--- config.mk ---
export PLATFORM = sky130hd
export DESIGN_NAME = dbb_queue
export DESIGN_NICKNAME = d
export VERILOG_FILES = /design/src/hdl/dbb_pkg.sv /design/src/hdl/dbb_queue.sv
export SDC_FILE = /design/constraint.sdc
export NUM_CORES = 1
export LEC_CHECK = 0
export BUFFER_PORTS_ARGS = -buffer_cell sky130_fd_sc_hd__buf_2
export CORE_MARGIN = 2
export CORE_UTILIZATION = 45
export CTS_BUF_LIST = sky130_fd_sc_hd__clkbuf_16
export DETAILED_ROUTE_END_ITERATION = 8
export GPL_ROUTABILITY_DRIVEN = 0
export PLACE_DENSITY_LB_ADDON = 0.25
export SLEW_MARGIN = 20
export SYNTH_ARGS = -nofsm -noshare
export SYNTH_HDL_FRONTEND = slang
export SYNTH_SLANG_ARGS = --single-unit
--- constraint.sdc ---
create_clock -name clk -period 9.7 [get_ports clk]
set_clock_uncertainty 0.2 [all_clocks]
set_input_delay 1.94 -clock clk [delete_from_list [all_inputs] [get_ports clk]]
set_output_delay 1.94 -clock clk [all_outputs]
set_load 0.01 [all_outputs]
--- src/hdl/dbb_pkg.sv ---
package dbb_pkg;

  // Near cut: 0.1 m in Q8.16
  localparam logic [31:0] MIN_Z = 32'd6553;

  typedef enum logic [2:0] {
    REG_BOX_START       = 3'd0,
    REG_BOX_END         = 3'd1,
    REG_CENTER_X        = 3'd2,
    REG_CENTER_Y        = 3'd3,
    REG_INV_FOCAL_X     = 3'd4,
    REG_INV_FOCAL_Y     = 3'd5,
    REG_INV_DEPTH_SCALE = 3'd6,
    REG_MAX_DEPTH       = 3'd7
  } reg_idx_t;

  typedef struct packed {
    logic [23:0] box_start;
    logic [23:0] box_end;
    logic [15:0] center_x;
    logic [15:0] center_y;
    logic [23:0] inv_focal_x;
    logic [23:0] inv_focal_y;
    logic [23:0] inv_depth_scale;
    logic [23:0] max_depth;
  } cfg_t;

  // Classified pixel handed from front to back
  typedef struct packed {
    logic [23:0] z;
    logic [15:0] mag_x;
    logic        neg_x;
    logic [15:0] mag_y;
    logic        neg_y;
    logic [7:0]  red;
    logic [7:0]  green;
    logic [7:0]  blue;
  } item_t;

endpackage

--- src/hdl/dbb_queue.sv ---
module dbb_queue #(
  parameter int DEPTH = 8
) (
  input  logic                         clk,
  input  logic                         rst,
  input  logic                         push,
  input  dbb_pkg::item_t               wdata,
  input  logic                         pop,
  output dbb_pkg::item_t               rdata,
  output logic                         empty,
  output logic [$clog2(DEPTH+1)-1:0]   count
);

  localparam int AW = $clog2(DEPTH);
  localparam int CW = $clog2(DEPTH + 1);

  dbb_pkg::item_t mem [DEPTH];
  logic [AW-1:0]  wptr, rptr;

  // push is never issued when full: the front holds credits for it
  always_ff @(posedge clk) begin
    if (rst) begin
      wptr  <= '0;
      rptr  <= '0;
      count <= '0;
    end else begin
      if (push) wptr <= (wptr == AW'(DEPTH - 1)) ? '0 : wptr + 1'b1;
      if (pop)  rptr <= (rptr == AW'(DEPTH - 1)) ? '0 : rptr + 1'b1;
      count <= count + CW'(push) - CW'(pop);
    end
  end

  always_ff @(posedge clk) begin
    if (push) mem[wptr] <= wdata;
  end

  assign rdata = mem[rptr];
  assign empty = (count == '0);

endmodule

=== Yosys cells after proc, flatten, opt, wreduce, memory -nomap -nowiden ===
Memories as Yosys holds them, arrays and structs flattened. A register that Yosys moved wholly into a read port is not among the register bits.
Cells that the tools add are included.

* Memories kept: 1
* Memory bits (writable): 656
* Input bits: 86
* Register bits after elaboration: 10

{| class="wikitable"
|+ Memories
! name !! words !! width !! rd ports !! clocked after memory_dff !! write ports !! RTL line !! text
|-
| mem || 8 || 82 || 1 || 1 || 1 || dbb_queue.sv:17 || <nowiki>dbb_pkg::item_t mem [DEPTH];</nowiki>
|}

* Equality and inequality tests: 2
* Reductions and logical operators: 1
* Mux-type cells: 6
* Add/sub/neg operators: 4

{| class="wikitable"
|+ Operators with widths
! kind !! count
|-
| two-way mux 3 bit || 4
|-
| adder 3 x 1 -> 3 bit (second input constant) || 2
|-
| == test 3 bit (second input constant) || 2
|-
| adder 4 x 1 -> 4 bit || 1
|-
| zero test 4 bit || 1
|-
| subtractor 4 x 1 -> 4 bit || 1
|-
| two-way mux 1 bit || 2
|}

=== Logic depth before layout (Yosys ltp) ===
Gate-level depths: netlist of the first run.

* Depth in word-level cells: 4
* Gate-level depth with buffers: 7
* Gate-level depth less buffers: 7

=== Worst setup path before layout of the first run ===
OpenSTA, ideal clock, no wires.

* Path kind: input to register
* Start point: input port push
* End point: memory mem[0][0] (netlist name), enable pin
* Arrival: 7.603 ns
* Library setup time: 0.623 ns
* Path buffers: 0
* Cell stages on the path: 2
* Path slack: 1.274 ns
* Data required time: 8.877 ns
* Path through: nand2b_1 > nor3_1

* Longest elaborated chain between the ends: 2

{| class="wikitable"
|+ RTL lines
! element !! RTL line !! text
|-
| start, declared || dbb_queue.sv:6 || <nowiki>input logic push,</nowiki>
|-
| two-way mux 1 bit || dbb_queue.sv:34 || <nowiki>if (push) mem[wptr] <= wdata;</nowiki>
|-
| two-way mux 1 bit (not written as such) || dbb_queue.sv:34 ||
|-
| end, declared || dbb_queue.sv:17 ||
|}

No other way between the ends.

==> impl_results.md, run 1 <==
* Status: finished, final reports clean
* Setup crit start kind: flip-flop
* DR DRC count at 0
* Layout fillers at roughly 4.5k
* # port buffers at 172
* Initial Utilization at 45.3%
* Mapped Area at 26000 µm²
* DP Worst Slack at 4.75 ns
* Crit path required time at 7.56 ns
* Tmin final at 5.53 ns
* Crit path kind: flip-flop to output pin
* Slew at the pin with the worst max-slew slack at 1.06 ns
* Final setup fails at 0
* Num rows at about 90
* Cells after synthesis at 1018
* Drt wl/cell at 24.5 µm
* Final HPWL DP at between 20000 and 30000 µm
* Leak pwr at roughly 9.7 nW
* Post-synth EDFFs at 656
* Post-CTS setup buffers at 0
* Clock root cell: clkbuf_16
* Max Root-Sink Buffers at 3
* Width of the die at 244 µm
* Max_cap viols at 0
* Ys Warns at 0
* Avg Inst Size Synth at between 20 and 30 µm²
* Most frequent cell after synthesis: edfxtp_1
* # hold bufs at CTS at 0
* Share of synthesized registers carrying an async set or reset at 0%
* Hold Vio Cnt, Final at 0
* Number of vias per cell at 5.46
* Slew margin rel. at 29.2%
* Slew Limit Fails at 0
* Total track usage at around 17%
* Worst Path Arrival at ~3.4 ns
* Syn Nets at 1114
* Final #Nets at 1330
* Setup TNS Final at 0 ns
* Area contributors post-synth: edfxtp_1 (76%), mux4_1 (14%), mux2_2 (3.6%)
* CP endpoint kind: output pin
* Initial antenna violation count at 8
* Area leader, netlist: edfxtp_1
* Share of cells above drive strength 1 at 30.8%
* Tcrit/Tclk final at 57.0%
* PostCTS Resize Cnt at 0
* CTS tree: done
* Hold crit path type: flip-flop to flip-flop
* Largest net degree at the start of global routing at between 100 and 150
* DIE AREA at 59700 µm²
* Drt initial violations at 628
* Worst vdd ir at 144 µV
* Synth cell types at 26
* Max FO, Critical Path at between 100 and 150
* Vias in the first global route at 11.9k
* Initial DRT Pass Iterations at 4
* Clk Latency, worst-skew pair at 0.59 ns
* H-tree depth at 3
* Clock Pin Slew Worst Setup and Hold Paths at ~0.060 ns
* RSZ-0062 raised after global routing: false
* Power per cell area at 203 nW/µm²
* Final Worst Setup Slack at between 4 and 5 ns
* First-pass GRT wire length at 74500 µm
* Post-synth top cells: edfxtp_1 (656), mux4_1 (138), mux2_2 (82)
* Detailed Route WL at 50200 µm
* Fmax at 181 MHz
* Post-synth top area share at 75.8%
* Core Area at 57400 µm²
* Num ports at 173
* CTS Buf Count at 69
* # clock sinks at 669
* GR Overflow Total at 0
* Vias post-DR at 11.2k
* Area delta synth->final at 13.6%
* Yosys reg bits at between 600 and 700
* Die H at 244 µm
* Antenna-violating nets left at 0
* Post-synthesis sequential area ratio at 76.8%
* Top_reg_cell synth: edfxtp_1
-- metrics by stage --
stage / total power, mW / utilization (%) / instance area, µm² / hold slack, ns / cells
finish: 6.00 / 51.5 / 29500 / 0.280 / 2051
global placement: 3.71 / 48.0 / 27500 / 0.279 / 1928
CTS: 6.09 / 51.5 / 29500 / 0.285 / 2047
detailed placement: 3.72 / 48.0 / 27500 / 0.275 / 1928
floorplan: 3.57 / - / 26000 / 0.257 / 1018
global route: 6.22 / 51.5 / 29500 / 0.303 / 2049
-- path summary, 6_finish.rpt --
kind / startpoint / end / slack (ns) / depth (start not counted)
worst max register to register: wptr[2] / mem[5][28] / 6.62 / 3
worst min register to register: rptr[1] / flip-flop / 0.28 / 2
worst max-delay path: flip-flop / rdata[27] / 4.17 / 4
worst min-delay path: rptr[1] / flip-flop / 0.28 / 2
-- state kept, by name (all words and copies together) (netlist names), named ones only --
signal	cells
rptr	3
count	4
wptr	3
mem	656
-- final cells by class --
| class | instances | area (µm²) | area share [%] |
|---|---|---|---|
| timing repair buffer | 191 | 1020 | 3.44 |
| tap | 765 | 957 | 3.24 |
| inverter | 7 | 26.3 | 0.0890 |
| sequential | 669 | 20000 | 67.6 |
| clock buffer | 71 | 1780 | 6.02 |
| multi-input combinational | 296 | 5540 | 18.8 |
| clock inverter | 48 | 233 | 0.788 |
| antenna | 4 | 10.0 | 0.0339 |
-- metal layers --
layer | share of wire (%) | vias up | track usage [%]
met1 | 43 | 5961 | 22.1
met2 | 50 | 224 | 28.5
met5 | 0.12 | - | 0
met4 | 1.7 | 10 | 5.11
met3 | 5.2 | 76 | 4.14
li1 | - | 4925 | -
-- cells in the final DEF, fill, tap and decap left out, types with 3 or more instances in the layout --
master | netlist | layout
a21oi_1 | 5 | 5
buf_2 | 4 | 172
buf_4 | 0 | 18
clkbuf_16 | 0 | 71
clkinv_1 | 0 | 21
clkinv_2 | 0 | 7
dfxtp_1 | 13 | 10
dfxtp_4 | 0 | 3
diode_2 | 0 | 4
edfxtp_1 | 656 | 656
ha_1 | 9 | 9
inv_1 | 7 | 21
mux2_2 | 82 | 82
mux4_1 | 138 | 138
mux4_2 | 26 | 26
nand2_1 | 3 | 3
nand2b_1 | 6 | 6
nor2_1 | 11 | 5
nor2_4 | 0 | 6
nor2b_1 | 3 | 3
-- cells by family (layout without fill, tap and decap cells) --
logic type	Yosys count	in the layout	share of synthesized area (%)
flops	669	669	76.8
mux	248	248	19.8
buf+inv	53	317	2.09
simple gates	30	30	0.587
fa+ha+maj	10	10	0.510
compound gates	7	7	0.149
xor+xnor	1	1	0.0337
other cells	0	4	0
-- where the power goes --
part,total [mW],switching [mW],leakage [nW],internal (mW)
combinational,0.383,0.204,2.57,0.180
clock,2.35,1.03,1.04,1.32
sequential,3.26,0.0244,6.07,3.24
-- critical path: stages, from the launching register on --
cell,delay (ns)
dfxtp_4,0.77
buf_12,0.77
mux4_1,0.67
mux2_2,0.30
buf_2,0.14
(Power assumes the default switching activity.)
==> run 2: changes to the inputs <==
- ABC_AREA: default -> 1
- clock period: 9.7 -> 5.4 ns (I/O delays scaled with it)
==> impl_results.md, run 2 <==
* Post-synth EDFFs at roughly 660
* Leak pwr at 15.3 nW
* Max Used Layer: met5
* First-pass GRT wire length at between 100000 and 150000 µm
* Initial Utilization at 45.5%
* Crit-path cells: inv_8, buf_12, nand2_1, nand3_1, nand2_1, nand2_1, nand2_1, buf_2
* Tmin final at 4.36 ns
* H-tree depth at 3
* Fmax at ~230 MHz
* Number of vias per cell at 4.78
* Clock Pin Slew Worst Setup and Hold Paths at 0.05 ns
* # hold bufs at CTS at 0
* Top delay family on crit path: buffers and inverters
* Max_cap viols at 0
* DIE AREA at 67300 µm²
* # port buffers at 172
* Worst vdd ir at around 320 µV
* Post-synth top cells: nand2_1 (1081), inv_1 (673), edfxtp_1 (656)
* Syn Nets at 3015
* Area delta synth->final at 12.8%
* Hold Vio Cnt, Final at 0
* Top reg by flops: mem
* CP max-delay cell: dfxtp_4
* Die H at 259 µm
* Initial DRT Pass Iterations at 8
* Setup TNS Final at 0 ns
* GR Overflow Total at 0
* Antenna-violating nets left at 0
* Worst hold path endpoint: wptr[0]
* Met2 wire len at ~33000 µm
* Slew margin rel. at 30.0%
* CTS Buf Count at 71
* Initial antenna violation count at 19
* Area contributors post-synth: edfxtp_1 (67%), nand2_1 (14%), inv_1 (8.6%)
* Most frequent cell after synthesis: nand2_1
* Worst Path Arrival at 3.08 ns
* HP Start: wptr[0]
* Vias in the first global route at around 19k
* Cells after synthesis at around 3k
* Detailed route wirelength on metal3 at 4000 µm
* CTS tree: done
* Slew Limit Fails at 0
* RSZ-0062 raised after global routing: false
* Power per cell area at 355 nW/µm²
* Slew at the pin with the worst max-slew slack at about 1.0 ns
* Final #Nets at about 3.2k
* Met1 Wirelength at 27900 µm
* Crit path kind: flip-flop to output pin
* Crit path required time at 4.12 ns
* Avg Inst Size Synth at 10.1 µm²
* Final setup fails at 0
* Top_reg_cell synth: edfxtp_1
* R2R Path End: mem[7][81]
* Max Root-Sink Buffers at 3
* Total track usage at 20.1%
* Clk Latency, worst-skew pair at 0.59 ns
* Num rows at 93
* Post-synth top area share at between 60% and 70%
* Drt initial violations at 1310
* Core Area at 64500 µm²
* Top flop regs: mem (656), count (4)
* Area leader, netlist: edfxtp_1
* Ys Warns at 0
* Post-CTS setup buffers at 0
* Share of cells above drive strength 1 at 9.78%
* PostCTS Resize Cnt at 0
* Num ports at 173
* Total buffers and inverters traversed by the critical path at 3
* Largest net degree at the start of global routing at 186
* CP endpoint kind: output pin
* Post-synthesis sequential area ratio at 68.0%
* Vias post-DR at 19.0k
* Mapped Area at between 20000 and 30000 µm²
* Hold crit path type: flip-flop to flip-flop
* WHS Path Cells at 2
* Width of the die at 259 µm
* Detailed Route WL at 66800 µm
* Clock root cell: clkbuf_16
* Commonest non-fill, non-tap cell in the layout: nand2_1
* # clock sinks at 669
* R2R setup slack at 2.89 ns
* DR DRC count at 0
* Most frequent cells in the layout: nand2_1 (1081), inv_1 (696), edfxtp_1 (656)
* Final HPWL DP at 34700 µm
* Crit path top cell by count: nand2_1
* Drt wl/cell at 16.8 µm
* Worst R2R Start: wptr[0]
* Share of synthesized registers carrying an async set or reset at 0%
* Slowest cell delay on critical path at around 0.78 ns
* Status: finished, final reports clean
* Tot Pwr at approximately 12 mW
* Tcrit/Tclk final at 80.7%
* Yosys reg bits at 669
* Max FO, Critical Path at 140
* Synth cell types at 21
* Setup crit start kind: flip-flop
* Reg2reg path depth at 3
* Max reg flops at 656
run 2: worst register-to-register path, stage by stage (launching register included):
cell and delay [ns]:
dfxtp_1 0.37, nand2_1 0.27, nor2_4 0.88, buf_4 0.47
run 2: metrics by stage:
| stage | setup WS (ns) | utilization (%) | hold WS [ns] | area [µm²] | cells |
|---|---|---|---|---|---|
| floorplan | 0.0486 | - | 0.254 | 29300 | 2919 |
| global placement | 1.70 | 47.8 | 0.276 | 30800 | 3845 |
| detailed placement | 1.68 | 47.8 | 0.317 | 30800 | 3845 |
| CTS | 1.02 | 51.3 | 0.330 | 33100 | 3974 |
| global route | 0.826 | 51.3 | 0.337 | 33100 | 3983 |
| finish | 1.04 | 51.3 | 0.330 | 33100 | 3984 |
run 2: worst max path at each step:
stage                     startpoint   endpoint  cells past startpoint
after floorplan                 push  mem[1][0]                      2
after global placement     flip-flop  rdata[57]                      8
after detailed placement   flip-flop  rdata[57]                      8
after CTS                  flip-flop  rdata[57]                      8
after global routing       flip-flop  rdata[57]                      8
final                      flip-flop  rdata[27]                      8
run 2: cell type report:
cell class,instances,area (µm²)
multi-input cells,1449,6030
repair buffers,197,1190
well taps,855,1070
diodes,10,25.0
fillers,5717,31400
flip-flops and latches,669,20000
inverters,675,2550
clock inverters,54,378
clock buffers,75,1880
run 2: layer usage:
layer / vias to the layer above / track usage [%]
li1: 9356 / -
met1: 9015 / 24.8
met2: 478 / 34.2
met3: 163 / 3.97
met4: 16 / 8.91
met5: - / 0
run 2: cells by family after synthesis:
family                     Yosys count  share of synthesized area [%]
AOI/OAI and AO/OA                    9                          0.162
xor gates and xnor gates             1                         0.0299
adders and majority gates           10                          0.452
buffers and inverters              801                           11.6
DFF                                669                           68.0
and+or+nand+nor                   1429                           19.7
run 2: report_power, final:
part	total [mW]	internal (mW)	leakage (nW)	switching, mW
Sequential	5.91	5.85	6.07	0.0629
Clock	4.69	2.74	1.19	1.95
Combinational	1.13	0.350	8.02	0.785
