$ cat config.mk
export PLATFORM = sky130hd
export DESIGN_NAME = dbb_front
export DESIGN_NICKNAME = d
export VERILOG_FILES = /design/src/hdl/dbb_pkg.sv /design/src/hdl/dbb_front.sv
export SDC_FILE = /design/constraint.sdc
export NUM_CORES = 2
export LEC_CHECK = 0
export BUFFER_PORTS_ARGS = -buffer_cell sky130_fd_sc_hd__buf_2
export CAP_MARGIN = 20
export CORE_MARGIN = 2
export CORE_UTILIZATION = 60
export CTS_CLUSTER_SIZE = 10
export DETAILED_ROUTE_END_ITERATION = 8
export GPL_ROUTABILITY_DRIVEN = 0
export GPL_TIMING_DRIVEN = 1
export PLACE_DENSITY = 0.84
export RECOVER_POWER = 100
export SYNTH_ARGS = -nofsm -noshare
export SYNTH_HDL_FRONTEND = slang
export SYNTH_SLANG_ARGS = --single-unit
$ cat constraint.sdc
create_clock -name clk -period 7.72 [get_ports clk]
set_clock_uncertainty 0.1 [all_clocks]
set_input_delay 0 -clock clk [delete_from_list [all_inputs] [get_ports clk]]
set_output_delay 0 -clock clk [all_outputs]
set_load 0.005 [all_outputs]
$ cat src/hdl/dbb_pkg.sv
package dbb_pkg;

  // Near cut: 0.1 m in Q8.16
  localparam logic [31:0] MIN_Z = 32'd6553;

  typedef enum logic [2:0] {
    REG_BOX_START       = 3'd0,
    REG_BOX_END         = 3'd1,
    REG_CENTER_X        = 3'd2,
    REG_CENTER_Y        = 3'd3,
    REG_INV_FOCAL_X     = 3'd4,
    REG_INV_FOCAL_Y     = 3'd5,
    REG_INV_DEPTH_SCALE = 3'd6,
    REG_MAX_DEPTH       = 3'd7
  } reg_idx_t;

  typedef struct packed {
    logic [23:0] box_start;
    logic [23:0] box_end;
    logic [15:0] center_x;
    logic [15:0] center_y;
    logic [23:0] inv_focal_x;
    logic [23:0] inv_focal_y;
    logic [23:0] inv_depth_scale;
    logic [23:0] max_depth;
  } cfg_t;

  // Classified pixel handed from front to back
  typedef struct packed {
    logic [23:0] z;
    logic [15:0] mag_x;
    logic        neg_x;
    logic [15:0] mag_y;
    logic        neg_y;
    logic [7:0]  red;
    logic [7:0]  green;
    logic [7:0]  blue;
  } item_t;

endpackage

$ cat src/hdl/dbb_front.sv
module dbb_front #(
  parameter int SAMPLE_STRIDE = 3
) (
  input  logic           clk,
  input  logic           rst,
  input  logic           take,
  input  logic [63:0]    pixel,
  input  dbb_pkg::cfg_t  cfg,
  output logic [1:0]     inflight,
  output logic           push,
  output dbb_pkg::item_t item
);

  localparam int SH = 24;
  localparam int STRIDE_W = $clog2(SAMPLE_STRIDE + 1);
  localparam int RW = 12 + STRIDE_W;
  // floor(2^SH / stride): quotient estimate is exact or one low
  localparam logic [SH:0] RECIP = (SH + 1)'((64'd1 << SH) / SAMPLE_STRIDE);

  logic [11:0] col, row, left, top, right, bottom, dcol, drow;
  logic [15:0] raw;
  logic [SH+12:0] qc_full, qr_full;
  logic [39:0] z_full;

  // stage 1
  logic        v1;
  logic        inbox1;
  logic [11:0] dcol1, drow1, qcol1, qrow1, col1, row1;
  logic [31:0] z1;
  logic [7:0]  red1, green1, blue1;

  // stage 2
  logic           v2;
  logic           keep2;
  dbb_pkg::item_t item2;

  logic [RW-1:0]  rc, rr;
  logic           lat_ok, z_ok, keep;
  logic [15:0]    col16, row16;
  dbb_pkg::item_t item_d;

  assign col    = pixel[11:0];
  assign row    = pixel[23:12];
  assign raw    = pixel[39:24];
  assign left   = cfg.box_start[11:0];
  assign top    = cfg.box_start[23:12];
  assign right  = cfg.box_end[11:0];
  assign bottom = cfg.box_end[23:12];
  assign dcol   = col - left;
  assign drow   = row - top;

  assign qc_full = (SH + 13)'(dcol) * (SH + 13)'(RECIP);
  assign qr_full = (SH + 13)'(drow) * (SH + 13)'(RECIP);
  assign z_full  = 40'(raw) * 40'(cfg.inv_depth_scale);

  always_ff @(posedge clk) begin
    if (rst) begin
      v1 <= 1'b0;
      v2 <= 1'b0;
    end else begin
      v1 <= take;
      v2 <= v1;
    end
  end

  always_ff @(posedge clk) begin
    inbox1 <= (col >= left) && (col < right) && (row >= top) && (row < bottom);
    dcol1  <= dcol;
    drow1  <= drow;
    qcol1  <= qc_full[SH+11:SH];
    qrow1  <= qr_full[SH+11:SH];
    z1     <= z_full[39:8];
    col1   <= col;
    row1   <= row;
    red1   <= pixel[47:40];
    green1 <= pixel[55:48];
    blue1  <= pixel[63:56];
  end

  // remainder in [0, 2*stride) after the estimate
  always_comb begin
    rc = RW'(dcol1) - RW'(qcol1) * RW'(SAMPLE_STRIDE);
    rr = RW'(drow1) - RW'(qrow1) * RW'(SAMPLE_STRIDE);
    lat_ok = ((rc == '0) || (rc == RW'(SAMPLE_STRIDE))) &&
             ((rr == '0) || (rr == RW'(SAMPLE_STRIDE)));
    z_ok = (z1 > dbb_pkg::MIN_Z) && (z1 <= {8'd0, cfg.max_depth});
    keep = inbox1 && lat_ok && z_ok;

    col16 = {col1, 4'd0};
    row16 = {row1, 4'd0};
    item_d.z     = z1[23:0];
    item_d.neg_x = col16 < cfg.center_x;
    item_d.mag_x = item_d.neg_x ? cfg.center_x - col16 : col16 - cfg.center_x;
    item_d.neg_y = row16 < cfg.center_y;
    item_d.mag_y = item_d.neg_y ? cfg.center_y - row16 : row16 - cfg.center_y;
    item_d.red   = red1;
    item_d.green = green1;
    item_d.blue  = blue1;
  end

  always_ff @(posedge clk) begin
    keep2 <= keep;
    item2 <= item_d;
  end

  assign inflight = {1'b0, v1} + {1'b0, v2};
  assign push     = v2 && keep2;
  assign item     = item2;

endmodule

After elaboration in Yosys (flattened, before gate mapping)
Cells that the tools add are included.
{"block": "word_totals", "regBits": 212, "word_cells": 60, "inputBits": 243}
{"block": "classes", "n_reduce_logical": 12, "n_addsub": 9, "multipliers": 5, "n_eq_ne": 2, "order_cmp": 8, "mux": 2}
{"cell": "12-bit by 23-bit multiplier with 35-bit output, second input constant", "n": 2}
{"cell": "16-bit subtractor", "n": 4}
{"cell": "16-bit by 24-bit multiplier with 40-bit output", "n": 1}
{"cell": "32-bit by 13-bit greater-than comparator with 1-bit output, second input constant", "n": 1}
{"cell": "32-bit by 24-bit <= comparator with 1-bit output", "n": 1}
{"cell": "16-bit less-than comparator", "n": 2}
{"cell": "16-bit 2-to-1 mux", "n": 2}
{"cell": "14-bit by 2-bit equality test with 1-bit output, second input constant", "n": 2}
{"cell": "14-bit logical NOT", "n": 2}
{"cell": "12-bit by 13-bit subtractor with 14-bit output", "n": 2}
{"cell": "11-bit by 2-bit multiplier with 13-bit output, second input constant", "n": 2}
{"cell": "12-bit >= comparator", "n": 2}
{"cell": "12-bit less-than comparator", "n": 2}
{"cell": "12-bit subtractor", "n": 2}
{"cell": "1-bit logical AND", "n": 8}
{"cell": "1-bit by 1-bit adder with 2-bit output", "n": 1}
{"cell": "1-bit logical OR", "n": 2}

Depth between registers and ports, before layout
{"block": "depth", "ltp_word": 7, "ltp_mapped": 33, "ltp_nobuf": 33}

Least setup slack after synthesis
Ideal clock, no wire load.
{"block": "synth_path", "kind": "input -> register", "startpoint": "input cfg[165] (netlist name)", "endpoint": "register qrow1[10]", "path_slack_ns": 1.300, "path_stages": 31, "arrival_time_ns": 6.248, "path_cell_list": "inv_1 ha_1 a21oi_1 o21ai_0 a21oi_1 o21ai_0 a21o_1 nand2_1 a21oi_1 o41ai_1 xnor2_1 ha_1 fa_1 inv_1 fa_1 inv_1 fa_1 inv_1 fa_1 inv_1 ha_1 a21o_1 a21o_1 a21oi_1 o221ai_1 a2111oi_0 o41ai_1 and2_1 o21a_1 nor2_1 xor2_1"}
{"block": "synth_between", "elab_chain_cells": 2}
{"item": "start: declaration", "line": "dbb_front.sv:8", "rtl": "input dbb_pkg::cfg_t cfg,"}
{"item": "12-bit subtractor", "line": "dbb_front.sv:50", "rtl": "assign drow = row - top;"}
{"item": "named net drow[11]", "line": "dbb_front.sv:20", "rtl": "logic [11:0] col, row, left, top, right, bottom, dcol, drow;"}
{"item": "12-bit by 23-bit multiplier with 35-bit output", "line": "dbb_front.sv:53", "rtl": "assign qr_full = (SH + 13)'(drow) * (SH + 13)'(RECIP);"}
{"item": "named net qr_full[34]", "line": "dbb_front.sv:22", "rtl": "logic [SH+12:0] qc_full, qr_full;"}
{"item": "end signal: assignment", "line": "dbb_front.sv:71", "rtl": "qrow1 <= qr_full[SH+11:SH];"}
{"item": "end: declaration", "line": "dbb_front.sv:28", "rtl": "logic [11:0] dcol1, drow1, qcol1, qrow1, col1, row1;"}
The timed path passes the listed nets, and every way through them passes these cells.
A chain may end at the register's enable or synchronous reset.

Final worst setup path
{"block": "layout_path", "startpoint": "input pixel[13]", "endpoint": "register qrow1[10]"}
{"block": "layout_between", "elab_chain_cells": 2}
{"item": "start: declaration", "line": "dbb_front.sv:7", "rtl": "input logic [63:0] pixel,"}
{"item": "12-bit subtractor", "line": "dbb_front.sv:50"}
{"item": "named net drow[9]", "line": "dbb_front.sv:20"}
{"item": "12-bit by 23-bit multiplier with 35-bit output", "line": "dbb_front.sv:53"}
{"item": "named net qr_full[34]", "line": "dbb_front.sv:22"}
The timed path passes the listed nets, and every way through them passes these cells.

==> flow_summary.html <==
<table>
<tr><th>Metric</th><th>Value</th></tr>
<tr><th colspan="2">Outcome</th></tr>
<tr><td>Outcome</td><td>finished, final reports clean</td></tr>
<tr><th colspan="2">Floorplan</th></tr>
<tr><td>Number of rows created at floorplan</td><td>76</td></tr>
<tr><td>Die width</td><td>between 200 and 250 um</td></tr>
<tr><td>Area inside the core boundary</td><td>between 40,000 and 50,000 um^2</td></tr>
<tr><td>Count of boundary I/O pins</td><td>328</td></tr>
<tr><td>Die area</td><td>45,100 um^2</td></tr>
<tr><td>Initial core utilization</td><td>60.7%</td></tr>
<tr><td>Die Ht</td><td>roughly 210 um</td></tr>
<tr><th colspan="2">Detailed routing</th></tr>
<tr><td>Mean routed wirelength per cell</td><td>20.0 um</td></tr>
<tr><td>Total DRC errors in the routed layout</td><td>0</td></tr>
<tr><td>Overall via count from detail_route</td><td>22,100</td></tr>
<tr><td>Iteration count of the initial detailed-routing pass</td><td>8</td></tr>
<tr><td>First-iteration detailed-routing DRC count</td><td>1,843</td></tr>
<tr><td>Mean number of vias per cell</td><td>5.83</td></tr>
<tr><td>Total Wirelength</td><td>approximately 75,000 um</td></tr>
<tr><td>Post-route ant nets</td><td>0</td></tr>
<tr><th colspan="2">Clock tree</th></tr>
<tr><td>Htree depth</td><td>1</td></tr>
<tr><td>Post-CTS Setup Inserts</td><td>0</td></tr>
<tr><td>Later-pin clock latency in the skew report</td><td>0.55 ns</td></tr>
<tr><td>Clock buffers created by TritonCTS</td><td>26</td></tr>
<tr><td>CTS tree</td><td>done</td></tr>
<tr><td>Maximum root-to-sink buffer count</td><td>3</td></tr>
<tr><td>Clock root buffer</td><td>sky130_fd_sc_hd__clkbuf_16</td></tr>
<tr><td>Clock-pin slew of the registers on the worst-case setup and hold paths</td><td>0.06 ns</td></tr>
<tr><td>Sinks on Clock Net</td><td>212</td></tr>
<tr><th colspan="2">Worst setup path</th></tr>
<tr><td>Most prevalent standard cell on the critical path</td><td>sky130_fd_sc_hd__ha_1</td></tr>
<tr><td>Highest-delay cell along the critical path</td><td>sky130_fd_sc_hd__dlygate4sd3_1</td></tr>
<tr><td>Biggest fanout along the worst timing path</td><td>4</td></tr>
<tr><td>Endpoint kind of the worst setup timing path</td><td>register</td></tr>
<tr><td>Slowest cell delay on critical path</td><td>0.54 ns</td></tr>
<tr><td>Arr. time, crit path</td><td>7.94 ns</td></tr>
<tr><td>Internal reg-to-reg setup slack</td><td>2.54 ns</td></tr>
<tr><td>Critical path class</td><td>primary input to register</td></tr>
<tr><td>Kind of launch point of the worst setup path</td><td>primary input</td></tr>
<tr><td>Data required time of the worst path</td><td>8.09 ns</td></tr>
<tr><th colspan="2">Synthesis</th></tr>
<tr><td>Count of flip-flops with a built-in enable after synthesis</td><td>0</td></tr>
<tr><td>Net Count, Synth</td><td>3,831</td></tr>
<tr><td>Avg Inst Size Synth</td><td>9.26 um^2</td></tr>
<tr><td>Top cell types by occurrence after synthesis</td><td>sky130_fd_sc_hd__inv_1, sky130_fd_sc_hd__fa_1, sky130_fd_sc_hd__ha_1</td></tr>
<tr><td>Number of cells produced by synthesis</td><td>2,815</td></tr>
<tr><td>Most frequent cell after synthesis</td><td>sky130_fd_sc_hd__inv_1</td></tr>
<tr><td>Count of distinct cell types in the synthesized netlist</td><td>68</td></tr>
<tr><td>Main synth FF type</td><td>sky130_fd_sc_hd__dfxtp_1</td></tr>
<tr><td>Most area-hungry cell type in the Yosys netlist</td><td>sky130_fd_sc_hd__fa_1</td></tr>
<tr><td>Cell area after synthesis</td><td>26,100 um^2</td></tr>
<tr><td>Share of the yosys chip area belonging to registers</td><td>16.3%</td></tr>
<tr><td>Largest cells by area after synthesis</td><td>sky130_fd_sc_hd__fa_1, sky130_fd_sc_hd__ha_1, sky130_fd_sc_hd__dfxtp_1</td></tr>
<tr><td>Ys async rst share</td><td>0%</td></tr>
<tr><td>Register bit count reported by yosys</td><td>approximately 210</td></tr>
<tr><td>Yosys warning count</td><td>0</td></tr>
<tr><td>Area share of the largest cell type after synthesis</td><td>30.3%</td></tr>
<tr><th colspan="2">Final layout</th></tr>
<tr><td>Post-synthesis to final-layout area growth</td><td>14.7%</td></tr>
<tr><td>Fillers</td><td>approximately 3,000</td></tr>
<tr><td>Total number of nets in the final design</td><td>between 4,000 and 5,000</td></tr>
<tr><td>Final design utilization</td><td>69.6%</td></tr>
<tr><td>Layout cells sized above 1</td><td>7.67%</td></tr>
<tr><td>Post-route standard cell area excluding fillers</td><td>between 20,000 and 30,000 um^2</td></tr>
<tr><th colspan="2">Place</th></tr>
<tr><td>Input/output buffers</td><td>279</td></tr>
<tr><td>Half-perimeter wire length of the detailed placement result</td><td>53,200 um</td></tr>
<tr><td>Placed Instance Area</td><td>28,000 um^2</td></tr>
<tr><th colspan="2">STA</th></tr>
<tr><td>Minimum clock period after layout</td><td>roughly 7.6 ns</td></tr>
<tr><td>Final Setup Violations</td><td>0</td></tr>
<tr><td>Setup repair after global routing missed its margin</td><td>yes</td></tr>
<tr><td>Worst slew margin relative to its limit</td><td>between 20% and 30%</td></tr>
<tr><td>Achievable clock frequency</td><td>132 MHz</td></tr>
<tr><td>Final Hold Viols</td><td>0</td></tr>
<tr><td>Final critical-path share of the clock period</td><td>98.0%</td></tr>
<tr><td>Slew at the pin closest to its max-slew limit</td><td>1.09 ns</td></tr>
<tr><td>Slew Limit Fails</td><td>0</td></tr>
<tr><th colspan="2">Global routing</th></tr>
<tr><td>Total congestion overflow</td><td>0</td></tr>
<tr><td>Vias in the first global route</td><td>24,400</td></tr>
<tr><td>Wire length of the first global-routing pass</td><td>around 120,000 um</td></tr>
<tr><td>All-Layer GR Usage</td><td>34.6%</td></tr>
<tr><td>Maximum number of pins on one net before global-route repair</td><td>25</td></tr>
<tr><td>Initial antenna violation count</td><td>7</td></tr>
<tr><th colspan="2">Run</th></tr>
<tr><td>Max_cap viols</td><td>0</td></tr>
<tr><th colspan="2">Min path</th></tr>
<tr><td>Type of the most critical hold path</td><td>primary input to register</td></tr>
</table>
[placed cells by master, fill, tap and decap left out, types with 14 or more instances in the layout]
| master | netlist | final |
|---|---|---|
| sky130_fd_sc_hd__ha_1 | 378 | 378 |
| sky130_fd_sc_hd__nor3_1 | 21 | 21 |
| sky130_fd_sc_hd__a21oi_1 | 90 | 89 |
| sky130_fd_sc_hd__clkbuf_16 | 0 | 26 |
| sky130_fd_sc_hd__xor2_1 | 39 | 39 |
| sky130_fd_sc_hd__dfxtp_1 | 212 | 212 |
| sky130_fd_sc_hd__a21o_1 | 62 | 62 |
| sky130_fd_sc_hd__inv_1 | 638 | 638 |
| sky130_fd_sc_hd__o21ai_0 | 65 | 64 |
| sky130_fd_sc_hd__nor2b_1 | 25 | 25 |
| sky130_fd_sc_hd__o21a_1 | 20 | 20 |
| sky130_fd_sc_hd__nor2_1 | 88 | 88 |
| sky130_fd_sc_hd__nand2b_1 | 17 | 17 |
| sky130_fd_sc_hd__buf_2 | 1 | 189 |
| sky130_fd_sc_hd__clkbuf_1 | 64 | 92 |
| sky130_fd_sc_hd__nand3_1 | 14 | 14 |
| sky130_fd_sc_hd__dlygate4sd3_1 | 0 | 128 |
| sky130_fd_sc_hd__nand4_1 | 23 | 23 |
| sky130_fd_sc_hd__and2_1 | 150 | 150 |
| sky130_fd_sc_hd__nand2_1 | 293 | 293 |
| sky130_fd_sc_hd__fa_1 | 395 | 395 |
| sky130_fd_sc_hd__xnor2_1 | 67 | 66 |
[path summary, 6_finish.rpt]
kind | depth (start not counted) | endpoint | startpoint
max reg2reg | 15 | item[56]$_DFF_P_ | col1[0]$_DFF_P_
min | 2 | red1[3]$_DFF_P_ | pixel[43]
min reg2reg | 0 | item[0]$_DFF_P_ | blue1[0]$_DFF_P_
max | 29 | qrow1[10]$_DFF_P_ | pixel[13]
[per-stage QoR]
step / std cells / hold WS [ns] / TNS [ns] / setup WS (ns)
2_1_floorplan: 2815 / -0.0723 / 0 / 1.30
3_3_place_gp: 3615 / 0.00460 / 0 / 0.574
3_5_place_dp: 3615 / 0.00356 / 0 / 0.229
4_1_cts: 3777 / 0.000452 / 0 / 0.202
5_1_grt: 3780 / 0.00250 / -0.0566 / -0.0566
6_report: 3782 / 0.0194 / 0 / 0.155
[registers in the layout, summed over array words and instances (netlist names)]
register	flops
qrow1	11
keep2	1
z1	32
col1	12
red1	8
blue1	8
row1	12
green1	8
v1	1
inbox1	1
item	82
v2	1
dcol1	12
drow1	12
qcol1	11
[area by class of cell]
type / count / area (um^2) / area share [%]
flip-flops and latches: 212 / 4240 / 14.2
repair buffers: 411 / 2590 / 8.67
well taps: 585 / 732 / 2.45
clock inverters: 5 / 38.8 / 0.130
clock buffers: 29 / 672 / 2.25
diodes: 3 / 7.51 / 0.0251
inverters: 638 / 2390 / 8.01
multi-input cells: 1899 / 19200 / 64.3
[routing by layer]
metal | GRT usage, % | vias to the layer above | share of wire (%)
met5 | 1.00 | - | 0.057
met4 | 23.2 | 6 | 7.7
met3 | 9.19 | 529 | 10
met2 | 56.6 | 1395 | 47
met1 | 39.9 | 10600 | 35
li1 | - | 9519 | -
[worst max-delay path: cells and delay by family]
kind | cells | cell delay [ns]
buffers and inverters | 4 | 0.91
adders and majority gates | 7 | 2.80
AOI/OAI and AO/OA | 12 | 3.14
xor gates and xnor gates | 2 | 0.55
and+or+nand+nor | 4 | 0.49
[cells by family after synthesis]
| family | share of synthesized area [%] |
|---|---|
| buf+inv | 10.2 |
| compound gates | 8.66 |
| mux | 0.643 |
| xor+xnor | 3.56 |
| simple gates | 12.2 |
| flops | 16.3 |
| fa+ha+maj | 48.5 |
[timing repair]
item | CTS | global route
gates resized for setup | 0 | 8
endpoints found under the hold margin | 103 | 0
endpoints found under the setup margin | 0 | 7
hold buffers | 128 | 0
Power is left out: the tool's default activity adds up to more than one toggle a clock period on the data nets, which glitch-free logic cannot reach.
